<file path="config.mk">
export PLATFORM = sky130hd
export DESIGN_NAME = char_rsa_modexp_core
export DESIGN_NICKNAME = d
export VERILOG_FILES = /design/src/design/crm_pkg.sv /design/src/design/char_rsa_modexp_core.sv
export SDC_FILE = /design/constraint.sdc
export NUM_CORES = 1
export LEC_CHECK = 0
export BUFFER_PORTS_ARGS = -buffer_cell sky130_fd_sc_hd__buf_2
export CELL_PAD_IN_SITES_DETAIL_PLACEMENT = 0
export CELL_PAD_IN_SITES_GLOBAL_PLACEMENT = 1
export CORE_UTILIZATION = 50
export DETAILED_ROUTE_END_ITERATION = 10
export GPL_ROUTABILITY_DRIVEN = 0
export HOLD_SLACK_MARGIN = 0.02
export PLACE_DENSITY = 0.93
export SYNTH_ARGS = -nofsm -noshare
export SYNTH_HDL_FRONTEND = slang
export SYNTH_SLANG_ARGS = --single-unit
</file>
<file path="constraint.sdc">
create_clock -name clk_i -period 7.42 [get_ports clk_i]
set_input_delay 0.371 -clock clk_i [delete_from_list [all_inputs] [get_ports clk_i]]
set_output_delay 0.371 -clock clk_i [all_outputs]
set_load 0.005 [all_outputs]
</file>
<file path="src/design/crm_pkg.sv">
`default_nettype none

package crm_pkg;

  // Register and field widths
  localparam int CFG_W     = 16;
  localparam int MOD_WIDTH = 16;
  localparam int VALUE_W   = 17;
  localparam int BASE_W    = VALUE_W + 1;
  localparam int BMAG_W    = VALUE_W;
  localparam int RES_W     = 17;
  localparam int CODE_W    = 18;
  localparam int IDX_W     = 2;

  // Offset between character codes and bases
  localparam int CODE_OFFSET = 96;

  // Register indexes
  localparam logic [IDX_W-1:0] REG_MODULUS = 2'd0;
  localparam logic [IDX_W-1:0] REG_ENC_EXP = 2'd1;
  localparam logic [IDX_W-1:0] REG_DEC_EXP = 2'd2;

  // Reset values
  localparam logic [CFG_W-1:0] MODULUS_RST = 16'd3233;
  localparam logic [CFG_W-1:0] ENC_EXP_RST = 16'd17;
  localparam logic [CFG_W-1:0] DEC_EXP_RST = 16'd2753;

  // Commands
  localparam logic CMD_ENCRYPT = 1'b0;
  localparam logic CMD_DECRYPT = 1'b1;

  // Sequencer states
  typedef enum logic [1:0] {
    ST_IDLE,
    ST_MUL,
    ST_DIV,
    ST_DONE
  } state_e;

endpackage

`default_nettype wire

</file>
<file path="src/design/char_rsa_modexp_core.sv">
`default_nettype none

// Textbook RSA on one character code or residue per item.
// Input stream: tuser carries the command (0 encrypt, 1 decrypt), tdata the
// signed 17-bit value. An encrypt item uses base = value - 96 and the
// encrypt exponent, a decrypt item uses base = value and the decrypt exponent.
// The result r starts at 1 and takes r = (r * base) rem modulus once per unit
// of the exponent; the remainder truncates toward zero.
// Output stream: tdata carries residue and residue + 96.
// Registers are written through cfg_we_i / cfg_index_i / cfg_wdata_i; the user must
// write them only while idle, as the block itself does not enforce this.
// Each multiply-and-reduce step passes through the multiplier state, then a
// restoring remainder unit that retires one product bit a cycle. A zero modulus
// skips the remainder unit, and a zero exponent skips the steps.
// The block accepts one item at a time; tready is high only while idle.
// A finished result sits in the output register; the next item may be taken
// while it waits, and its own result holds inside until the register frees.
// Reset returns the registers to 3233, 17 and 2753 and empties the block.
module char_rsa_modexp_core
  import crm_pkg::*;
(
  input  wire logic              clk_i,
  input  wire logic              rst_ni,
  // Configuration write port
  input  wire logic              cfg_we_i,
  input  wire logic [IDX_W-1:0]  cfg_index_i,
  input  wire logic [CFG_W-1:0]  cfg_wdata_i,
  // Input items
  input  wire logic              s_axis_tvalid_i,
  output logic                   s_axis_tready_o,
  input  wire logic [23:0]       s_axis_tdata_i,  // [16:0] value
  input  wire logic              s_axis_tuser_i,  // [0] command
  // Result items
  output logic                   m_axis_tvalid_o,
  input  wire logic              m_axis_tready_i,
  output logic [39:0]            m_axis_tdata_o   // [16:0] residue, [34:17] out_code
);

  localparam int P_W   = MOD_WIDTH + BMAG_W;
  localparam int CNT_W = $clog2(P_W + 1);
  localparam int R_W   = (MOD_WIDTH + 2 > CODE_W) ? MOD_WIDTH + 2 : CODE_W;

  // Configuration registers
  logic [CFG_W-1:0] mod_q, enc_exp_q, dec_exp_q;

  always_ff @(posedge clk_i or negedge rst_ni) begin
    if (!rst_ni) begin
      mod_q     <= MODULUS_RST;
      enc_exp_q <= ENC_EXP_RST;
      dec_exp_q <= DEC_EXP_RST;
    end else if (cfg_we_i) begin
      unique case (cfg_index_i)
        REG_MODULUS: mod_q     <= cfg_wdata_i;
        REG_ENC_EXP: enc_exp_q <= cfg_wdata_i;
        REG_DEC_EXP: dec_exp_q <= cfg_wdata_i;
        default: ;
      endcase
    end
  end

  logic [MOD_WIDTH-1:0] n;
  logic                 n_zero;
  assign n      = MOD_WIDTH'(mod_q);
  assign n_zero = (n == '0);

  // Sequencer and datapath state
  state_e               state_q, state_d;
  logic [CFG_W-1:0]     exp_q, exp_d;
  logic                 bsign_q, bsign_d;
  logic [BMAG_W-1:0]    bmag_q, bmag_d;
  logic                 rsign_q, rsign_d;
  logic [MOD_WIDTH-1:0] rmag_q, rmag_d;
  logic                 psign_q, psign_d;
  logic [P_W-1:0]       prod_q, prod_d;
  logic [MOD_WIDTH-1:0] rem_q, rem_d;
  logic [CNT_W-1:0]     cnt_q, cnt_d;
  logic                 out_valid_q, out_valid_d;
  logic [RES_W-1:0]     res_q, res_d;
  logic [CODE_W-1:0]    code_q, code_d;

  // Base from the input item
  logic                 in_accept;
  logic [BASE_W-1:0]    v_ext, base;
  logic [BASE_W-1:0]    base_neg;
  assign in_accept = s_axis_tvalid_i && s_axis_tready_o;
  assign v_ext     = BASE_W'(signed'(s_axis_tdata_i[VALUE_W-1:0]));
  assign base      = (s_axis_tuser_i == CMD_ENCRYPT) ?
                     v_ext - BASE_W'(CODE_OFFSET) : v_ext;
  assign base_neg  = -base;

  // Shared multiplier and one-bit restoring remainder step
  logic [P_W-1:0]       mul_res;
  logic [MOD_WIDTH:0]   shifted, diff;
  logic                 ge;
  logic [MOD_WIDTH-1:0] rem_step;
  assign mul_res  = {{BMAG_W{1'b0}}, rmag_q} * {{MOD_WIDTH{1'b0}}, bmag_q};
  assign shifted  = {rem_q, prod_q[P_W-1]};
  assign diff     = shifted - {1'b0, n};
  assign ge       = (shifted >= {1'b0, n});
  assign rem_step = ge ? diff[MOD_WIDTH-1:0] : shifted[MOD_WIDTH-1:0];

  // Final signed residue and output code
  logic [R_W-1:0] r_signed, r_code;
  assign r_signed = rsign_q ? -R_W'(rmag_q) : R_W'(rmag_q);
  assign r_code   = r_signed + R_W'(CODE_OFFSET);

  logic out_free;
  assign out_free = !out_valid_q || m_axis_tready_i;

  // Next state and datapath control
  always_comb begin
    state_d     = state_q;
    exp_d       = exp_q;
    bsign_d     = bsign_q;
    bmag_d      = bmag_q;
    rsign_d     = rsign_q;
    rmag_d      = rmag_q;
    psign_d     = psign_q;
    prod_d      = prod_q;
    rem_d       = rem_q;
    cnt_d       = cnt_q;
    res_d       = res_q;
    code_d      = code_q;
    out_valid_d = out_valid_q && !m_axis_tready_i;

    unique case (state_q)
      ST_IDLE: begin
        if (in_accept) begin
          bsign_d = base[BASE_W-1];
          bmag_d  = base[BASE_W-1] ? base_neg[BMAG_W-1:0] : base[BMAG_W-1:0];
          exp_d   = (s_axis_tuser_i == CMD_ENCRYPT) ? enc_exp_q : dec_exp_q;
          rsign_d = 1'b0;
          rmag_d  = MOD_WIDTH'(1);
          state_d = (exp_d == '0) ? ST_DONE : ST_MUL;
        end
      end
      ST_MUL: begin
        if (n_zero) begin
          // Zero divisor: the step gives 0
          rmag_d  = '0;
          rsign_d = 1'b0;
          exp_d   = exp_q - CFG_W'(1);
          state_d = (exp_q == CFG_W'(1)) ? ST_DONE : ST_MUL;
        end else begin
          prod_d  = mul_res;
          psign_d = rsign_q ^ bsign_q;
          rem_d   = '0;
          cnt_d   = CNT_W'(P_W);
          state_d = ST_DIV;
        end
      end
      ST_DIV: begin
        prod_d = prod_q << 1;
        rem_d  = rem_step;
        cnt_d  = cnt_q - CNT_W'(1);
        if (cnt_q == CNT_W'(1)) begin
          rmag_d  = rem_step;
          rsign_d = psign_q && (rem_step != '0);
          exp_d   = exp_q - CFG_W'(1);
          state_d = (exp_q == CFG_W'(1)) ? ST_DONE : ST_MUL;
        end
      end
      ST_DONE: begin
        if (out_free) begin
          res_d       = r_signed[RES_W-1:0];
          code_d      = r_code[CODE_W-1:0];
          out_valid_d = 1'b1;
          state_d     = ST_IDLE;
        end
      end
      default: state_d = ST_IDLE;
    endcase
  end

  // Control registers
  always_ff @(posedge clk_i or negedge rst_ni) begin
    if (!rst_ni) begin
      state_q     <= ST_IDLE;
      out_valid_q <= 1'b0;
    end else begin
      state_q     <= state_d;
      out_valid_q <= out_valid_d;
    end
  end

  // Datapath registers
  always_ff @(posedge clk_i) begin
    exp_q   <= exp_d;
    bsign_q <= bsign_d;
    bmag_q  <= bmag_d;
    rsign_q <= rsign_d;
    rmag_q  <= rmag_d;
    psign_q <= psign_d;
    prod_q  <= prod_d;
    rem_q   <= rem_d;
    cnt_q   <= cnt_d;
    res_q   <= res_d;
    code_q  <= code_d;
  end

  assign s_axis_tready_o = (state_q == ST_IDLE);
  assign m_axis_tvalid_o = out_valid_q;
  assign m_axis_tdata_o  = {5'b0, code_q, res_q};

  // Partial remainder stays below the modulus
  assert property (@(posedge clk_i) disable iff (!rst_ni)
    (state_q == ST_DIV) |-> (rem_q < n))
    else $error("partial remainder not reduced");

  // Steps run only with exponent units left
  assert property (@(posedge clk_i) disable iff (!rst_ni)
    ((state_q == ST_MUL) || (state_q == ST_DIV)) |-> (exp_q != '0))
    else $error("step with exhausted exponent");

  // An accepted item leaves the idle state
  assert property (@(posedge clk_i) disable iff (!rst_ni)
    in_accept |=> (state_q != ST_IDLE))
    else $error("accepted item did not start");

  // A new result is loaded only from the done state
  assert property (@(posedge clk_i) disable iff (!rst_ni)
    $rose(out_valid_q) |-> $past(state_q == ST_DONE))
    else $error("result loaded outside done state");

  // Division counter is live while dividing
  assert property (@(posedge clk_i) disable iff (!rst_ni)
    (state_q == ST_DIV) |-> (cnt_q != '0))
    else $error("remainder counter underflow");

endmodule

`default_nettype wire

</file>
==> flow_metrics.py, run 1 <==
metrics = {
    "global_routing": {
        "grt-ovfl-total": 0,
        "grt_max_degree": 64,
        "grt_pass1_vias": 14127,
        "grt_pass1_wl_um": 72100,
        "antenna_found_initial": 1,
        "grt_use_total": 0.241,
    },
    "logic_synthesis": {
        "synthCells": 1905,
        "syn_area_um2": 18800,
        "synth_top_family_by_area": "adder cells",
        "yosys-top-cells-count": "inv_1 (290), nand2_1 (242), fa_1 (209)",
        "synthAdderAreaFrac": 0.312,
        "yosysWarnings": 0,
        "syn_area_per_cell_um2": 9.85,
        "synth-xor-area-share": 0.0462,
        "synth_edf_count": 137,
        "synth_top_cell_area_share": 0.223,
        "synthArstFlopShare": 0.271,
        "yosys.area.top_type": "fa_1",
        "synthFlopType": "edfxtp_1",
        "synthSimpleGateAreaFrac": 0.156,
        "synthMuxAreaShare": 0.0369,
        "synth_cell_types": 79,
        "yosysMostFrequentCell": "inv_1",
        "ys_ff_latch": 188,
        "ys_top_cells_by_area": "fa_1 (22%), edfxtp_1 (22%), ha_1 (8.9%)",
        "synth_seq_area_share": 0.288,
        "synth-compound-area-share": 0.0811,
    },
    "timing": {
        "worst_slew_pin_slew_ps": 1130,
        "relSlewSlack": 0.247,
        "setup_ws_ps": 507,
        "finalCritPeriodShare": 0.932,
        "finalHoldViolCount": 0,
        "fmax_mhz": 145,
        "rsz0062_at_grt": "false",
        "finClkSkew_ps": 15.5,
        "setup_violations": 0,
        "tns_ps": 0,
        "drv_slew": 0,
        "period_needed_ps": 6910,
    },
    "pwr": {
        "switching_share": 0.348,
        "power_frac_comb": 0.310,
        "pwr-share-seq": 0.404,
        "vdd_drop_max_mv": 0.201,
        "intPower_mw": 2.25,
        "cellLeakagePower_nw": 9.25,
        "p_sw_mw": 1.20,
        "p_clk_frac": 0.286,
        "power_density_nw_per_um2": 170,
    },
    "floorplanning": {
        "die_height_um": 196,
        "die_w_um": 196,
        "core.rowCount": 70,
        "io_pins": 90,
        "dieArea_um2": 38300,
        "initial_core_util": 0.510,
        "core_um2": 36800,
    },
    "setup_path": {
        "path_max_fanout": 16,
        "r2r-end": "prod_q[32]$_DFFE_PP_",
        "max_stage_delay_ps": 940,
        "path_cells": "nand2_1, fa_1, inv_1, fa_1, fa_1, fa_1, fa_1, inv_1, fa_1, inv_1, ha_1, a21oi_1, a21oi_1, a211o_1, a21o_1, a31oi_1, o221ai_1, o21ai_1, xnor2_1, o21ai_0",
        "worst-path-buf-inv": 3,
        "reg2reg_depth": 20,
        "worst_path_most_repeated_cell": "fa_1",
        "end_kind": "flop",
        "r2r-start": "bmag_q[5]$_DFFE_PP_",
        "critPathKind": "flop to flop",
        "cp_slowest_cell": "edfxtp_1",
        "rrSetupSlack_ps": 510,
        "cp_data_arrival_time_ps": 7080,
        "critical_path_required_ps": 7580,
        "cp-start-kind": "flop",
        "critPathTopFamily": "adder cells",
    },
    "clocking": {
        "post_cts_buffers": 0,
        "clkSlewWorstSetupHoldPaths_ps": 80,
        "root_buffer": "clkbuf_16",
        "ctsHoldBuffers": 0,
        "clock-sinks": 188,
        "clock_path_buffers": 2,
        "cts_tree": "done",
        "clock_insertion_delay_worst_skew_ps": 450,
        "htreeDepth": 4,
        "cts_buffers": 17,
        "ctsResizeCount": 0,
    },
    "hold_path": {
        "hold_class": "primary input to async pin",
    },
    "run": {
        "timing.max_cap.violations": 0,
    },
    "drt": {
        "first_pass_iters": 6,
        "wl_um": 44000,
        "vias": 13577,
        "vias_per_cell": 5.58,
        "drc": 0,
        "drt_iter0_drc": 781,
        "ant_nets": 0,
        "wire_per_inst_um": 18.1,
    },
    "cells_and_area": {
        "nNetsFinal": 2341,
        "synthToLayoutAreaGrowth_pct": 8.28,
        "drive_above_1_share": 0.114,
        "final_area_um2": 20300,
    },
    "place": {
        "dpl_cell_area_um2": 19700,
        "dp_hpwl_um": 34300,
        "place_ws_ps": 535,
        "portBuffers": 77,
    },
    "outcome": {
        "status": "complete, no violations",
    },
}
worst register-to-register path, stage by stage, from the launching register on:
cell and delay (ps):
edfxtp_1 940, nand2_1 190, fa_1 560, inv_1 50, fa_1 460, fa_1 530, fa_1 530, fa_1 550
inv_1 50, fa_1 520, inv_1 40, ha_1 350, a21oi_1 300, a21oi_1 110, a211o_1 330, a21o_1 190
a31oi_1 260, o221ai_1 200, o21ai_1 190, xnor2_1 160, o21ai_0 120
layer usage:
layer  share of wire  global-route usage
met3           0.060              0.0315
met2            0.49               0.413
met1            0.42               0.315
met4           0.027              0.0822
met5               0                   0
registers in the layout, summed over array words and instances, names as in the netlist, 13 cells and up:
signal	count
bmag_q	17
rmag_q	16
prod_q	33
mod_q	16
dec_exp_q	16
exp_q	16
code_q	13
res_q	17
enc_exp_q	16
rem_q	16
cells by family (layout without fill, tap and decap cells):
kind of cell,Yosys count,count (layout)
and+or+nand+nor,593,593
buffers and inverters,384,439
adders and majority gates,342,342
AOI/OAI and AO/OA,234,234
DFF,188,188
xor gates and xnor gates,99,99
muxes,64,64
other,1,6
through the flow:
stage                     power (mW)  hold WS, ps  utilization  instances
after CTS                       3.45         30.4        0.552       2432
after global placement          2.42          480        0.535       2400
final                           3.45         14.3        0.552       2433
after floorplan                 2.22         75.4            -       1909
after detailed placement        2.46          489        0.535       2400
after global routing            3.62         68.1        0.552       2433
area by class of cell:
type | instances | area, um^2
antenna | 1 | 2.50
clock buffer | 17 | 425
clock inverter | 15 | 208
fill | 3203 | 16500
inverter | 293 | 1100
multi-input combinational | 1337 | 11900
sequential | 188 | 5410
tap | 468 | 586
timing repair buffer | 114 | 676
cells in the final DEF, fill, tap and decap left out, types with 7 or more instances in the layout:
master       n
nor2_1      78
nand2_1    242
a211oi_1    12
edfxtp_1   137
o21ai_0     64
nor3_1      26
o31ai_1      7
or3_1        7
a31oi_1     15
nor4_1      15
a21o_1      14
nor2b_1     13
and2_1     133
buf_4       36
mux2_2      40
nand4_1      8
xnor2_1     54
ha_1       132
dfrtp_1     39
nand3_1     17
buf_2       77
and3_1      11
a21oi_1     53
mux2i_1     23
o21ai_1     12
dfstp_2     12
clkbuf_16   17
fa_1       209
inv_1      290
xor2_1      45
worst max path at each step:
stage                               startpoint              endpoint  cells past startpoint
after detailed placement   bmag_q[5]$_DFFE_PP_  prod_q[32]$_DFFE_PP_                     20
final                      bmag_q[5]$_DFFE_PP_  prod_q[32]$_DFFE_PP_                     20
after CTS                  bmag_q[5]$_DFFE_PP_  prod_q[32]$_DFFE_PP_                     20
after global placement     bmag_q[5]$_DFFE_PP_  prod_q[26]$_DFFE_PP_                     22
after global routing       bmag_q[5]$_DFFE_PP_  prod_q[32]$_DFFE_PP_                     20
after floorplan           rmag_q[11]$_DFFE_PP_  prod_q[30]$_DFFE_PP_                     22
power groups by stage:
stage / Combinational, mW / Clock, mW / Sequential (mW)
floorplan: 0.839 / 0 / 1.38
global placement: 1.01 / 0 / 1.41
detailed placement: 1.05 / 0 / 1.41
CTS: 1.06 / 1.00 / 1.39
global route: 1.18 / 1.04 / 1.40
finish: 1.07 / 0.986 / 1.39
Power figures use the tool's default switching activity.
==> run 2: changes to the inputs <==
Settings changed: ABC_AREA set to 1, CORE_UTILIZATION 50 to 48.
==> flow_metrics.py, run 2 <==
metrics = {
    "timing": {
        "setup_violations": 0,
        "finalHoldViolCount": 0,
        "relSlewSlack": 0.248,
        "setup_ws_ps": 859,
        "fmax_mhz": 152,
        "finClkSkew_ps": 16.2,
        "worst_slew_pin_slew_ps": 1130,
        "drv_slew": 0,
        "finalCritPeriodShare": 0.884,
        "rsz0062_at_grt": "false",
        "tns_ps": 0,
        "period_needed_ps": 6560,
    },
    "global_routing": {
        "grt_pass1_vias": 16129,
        "antenna_found_initial": 1,
        "grt_max_degree": 67,
        "grt_pass1_wl_um": 80500,
        "grt_use_total": 0.243,
        "grt-ovfl-total": 0,
    },
    "drt": {
        "wl_um": 47500,
        "drt_iter0_drc": 1161,
        "ant_nets": 0,
        "vias": 15699,
        "wire_per_inst_um": 15.7,
        "first_pass_iters": 6,
        "drc": 0,
        "vias_per_cell": 5.18,
    },
    "place": {
        "place_ws_ps": 932,
        "dp_hpwl_um": 36800,
        "portBuffers": 77,
        "dp.cells": 2996,
    },
    "logic_synthesis": {
        "synth_top_family_by_area": "adder cells",
        "yosysMostFrequentCell": "nand2_1",
        "synth-compound-area-share": 0.0487,
        "yosys.area.top_type": "fa_1",
        "synth-xor-area-share": 0.0300,
        "synth_top_cell_area_share": 0.210,
        "syn_area_per_cell_um2": 8.04,
        "synthArstFlopShare": 0.271,
        "ys_ff_latch": 188,
        "synthAdderAreaFrac": 0.294,
        "yosysWarnings": 0,
        "syn_area_um2": 19900,
        "ys_top_cells_by_area": "fa_1 (21%), edfxtp_1 (21%), nand2_1 (13%)",
        "synthCells": 2477,
        "synth_cell_types": 55,
        "synth_edf_count": 137,
        "synthFlopType": "edfxtp_1",
        "synthMuxAreaShare": 0.00955,
        "synth_seq_area_share": 0.272,
        "yosys-top-cells-count": "nand2_1 (706), inv_1 (536), fa_1 (209)",
        "synthSimpleGateAreaFrac": 0.215,
    },
    "clocking": {
        "cts_tree": "done",
        "clock_path_buffers": 2,
        "clock-sinks": 188,
        "htreeDepth": 4,
        "clock_insertion_delay_worst_skew_ps": 460,
        "post_cts_buffers": 0,
        "root_buffer": "clkbuf_16",
        "cts_buffers": 17,
        "ctsResizeCount": 0,
        "clkSlewWorstSetupHoldPaths_ps": 90,
        "ctsHoldBuffers": 0,
    },
    "cells_and_area": {
        "nNetsFinal": 2873,
        "final_common_cell": "nand2_1",
        "fin_cells": 3029,
        "reg_top3": "prod_q x33, bmag_q x17, res_q x17",
        "final_cell_mix": "nand2_1 (706), inv_1 (534), fa_1 (209)",
        "largest_reg_flops": 33,
        "final_util": 0.520,
        "drive_above_1_share": 0.0809,
        "top_register": "prod_q",
        "synthToLayoutAreaGrowth_pct": 6.65,
    },
    "setup_path": {
        "cp_data_arrival_time_ps": 6780,
        "r2r-start": "rmag_q[15]$_DFFE_PP_",
        "reg2reg_depth": 21,
        "path_max_fanout": 20,
        "rrSetupSlack_ps": 860,
        "critical_path_required_ps": 7640,
        "endpoint": "prod_q[24]$_DFFE_PP_",
        "r2r-end": "prod_q[24]$_DFFE_PP_",
        "cp-start-kind": "flop",
        "critPathKind": "flop to flop",
        "end_kind": "flop",
        "startpoint": "rmag_q[15]$_DFFE_PP_",
    },
    "floorplanning": {
        "core.rowCount": 74,
        "dieArea_um2": 42300,
        "core_um2": 40800,
        "die_w_um": 206,
        "initial_core_util": 0.488,
        "io_pins": 90,
        "die_height_um": 206,
    },
    "hold_path": {
        "hold_class": "primary input to async pin",
    },
    "run": {
        "timing.max_cap.violations": 0,
    },
    "outcome": {
        "status": "complete, no violations",
    },
}
-- run 2: changes by cell type in the layout (fill, tap and decap cells not counted), moves of 40 or more --
cell     before  now
nor2_1       78  118
and2_1      133    3
nand3_1      17   72
inv_1       290  534
nand2_1     242  706
mux2_2       40    0
-- run 2: layout make-up --
class	instances	area, um^2
fillers	3771	19600
multi-input cells	1633	11900
flip-flops and latches	188	5410
inverters	552	2080
well taps	532	666
repair buffers	91	490
clock buffers	17	425
clock inverters	15	226
diodes	1	2.50
-- run 2: metrics by stage --
step	hold slack, ps	area [um^2]
final	121	21200
after global routing	117	21200
after CTS	114	21200
after detailed placement	473	20600
after global placement	462	20600
after floorplan	75.4	19900
-- run 2: worst min-delay path by stage --
stage | cells after the start | slack (ps) | from | endpoint
floorplan | 0 | 80 | rst_ni | dec_exp_q[10]$_DFFE_PN0P_
global placement | 2 | 460 | enc_exp_q[7]$_DFFE_PN0P_ | enc_exp_q[7]$_DFFE_PN0P_
detailed placement | 2 | 470 | dec_exp_q[3]$_DFFE_PN0P_ | dec_exp_q[3]$_DFFE_PN0P_
CTS | 1 | 110 | s_axis_tdata_i[0] | bmag_q[0]$_DFFE_PP_
global route | 1 | 120 | s_axis_tdata_i[0] | bmag_q[0]$_DFFE_PP_
finish | 1 | 120 | rst_ni | enc_exp_q[9]$_DFFE_PN0P_
-- run 2: kinds of logic (layout without fill, tap and decap cells) --
family | after synthesis | in the layout
AO/OA/AOI/OAI | 183 | 183
XOR/XNOR | 61 | 61
adder cells (fa/ha/maj) | 342 | 342
buffers and inverters | 660 | 675
flip-flops | 188 | 188
multiplexers | 19 | 19
other | 1 | 6
AND/OR/NAND/NOR | 1023 | 1023
-- run 2: metal layers --
metal / vias up / part of all wire / GRT usage
met1: 7587 / 0.42 / 0.319
met3: 81 / 0.069 / 0.0336
met5: - / 0.00093 / 0
met4: 4 / 0.020 / 0.0709
met2: 532 / 0.49 / 0.414
li1: 7495 / - / -
-- run 2: worst max-delay path, stage by stage, from the launching register on --
cell and delay (ps):
edfxtp_1 1080, nand2_1 190, fa_1 560, fa_1 560, inv_1 60, fa_1 440
fa_1 510, fa_1 550, inv_1 60, fa_1 530, inv_1 40, ha_1 360
nand2_1 120, nor2_1 150, inv_1 80, nor3_1 280, nand4_1 150, nand3_1 140
a21oi_1 90, or2_0 220, nand3_1 80, nand2_1 70
Power of run 2 is left out: the tool's default activity adds up to more than one toggle a clock period on the data nets, which glitch-free logic cannot reach.
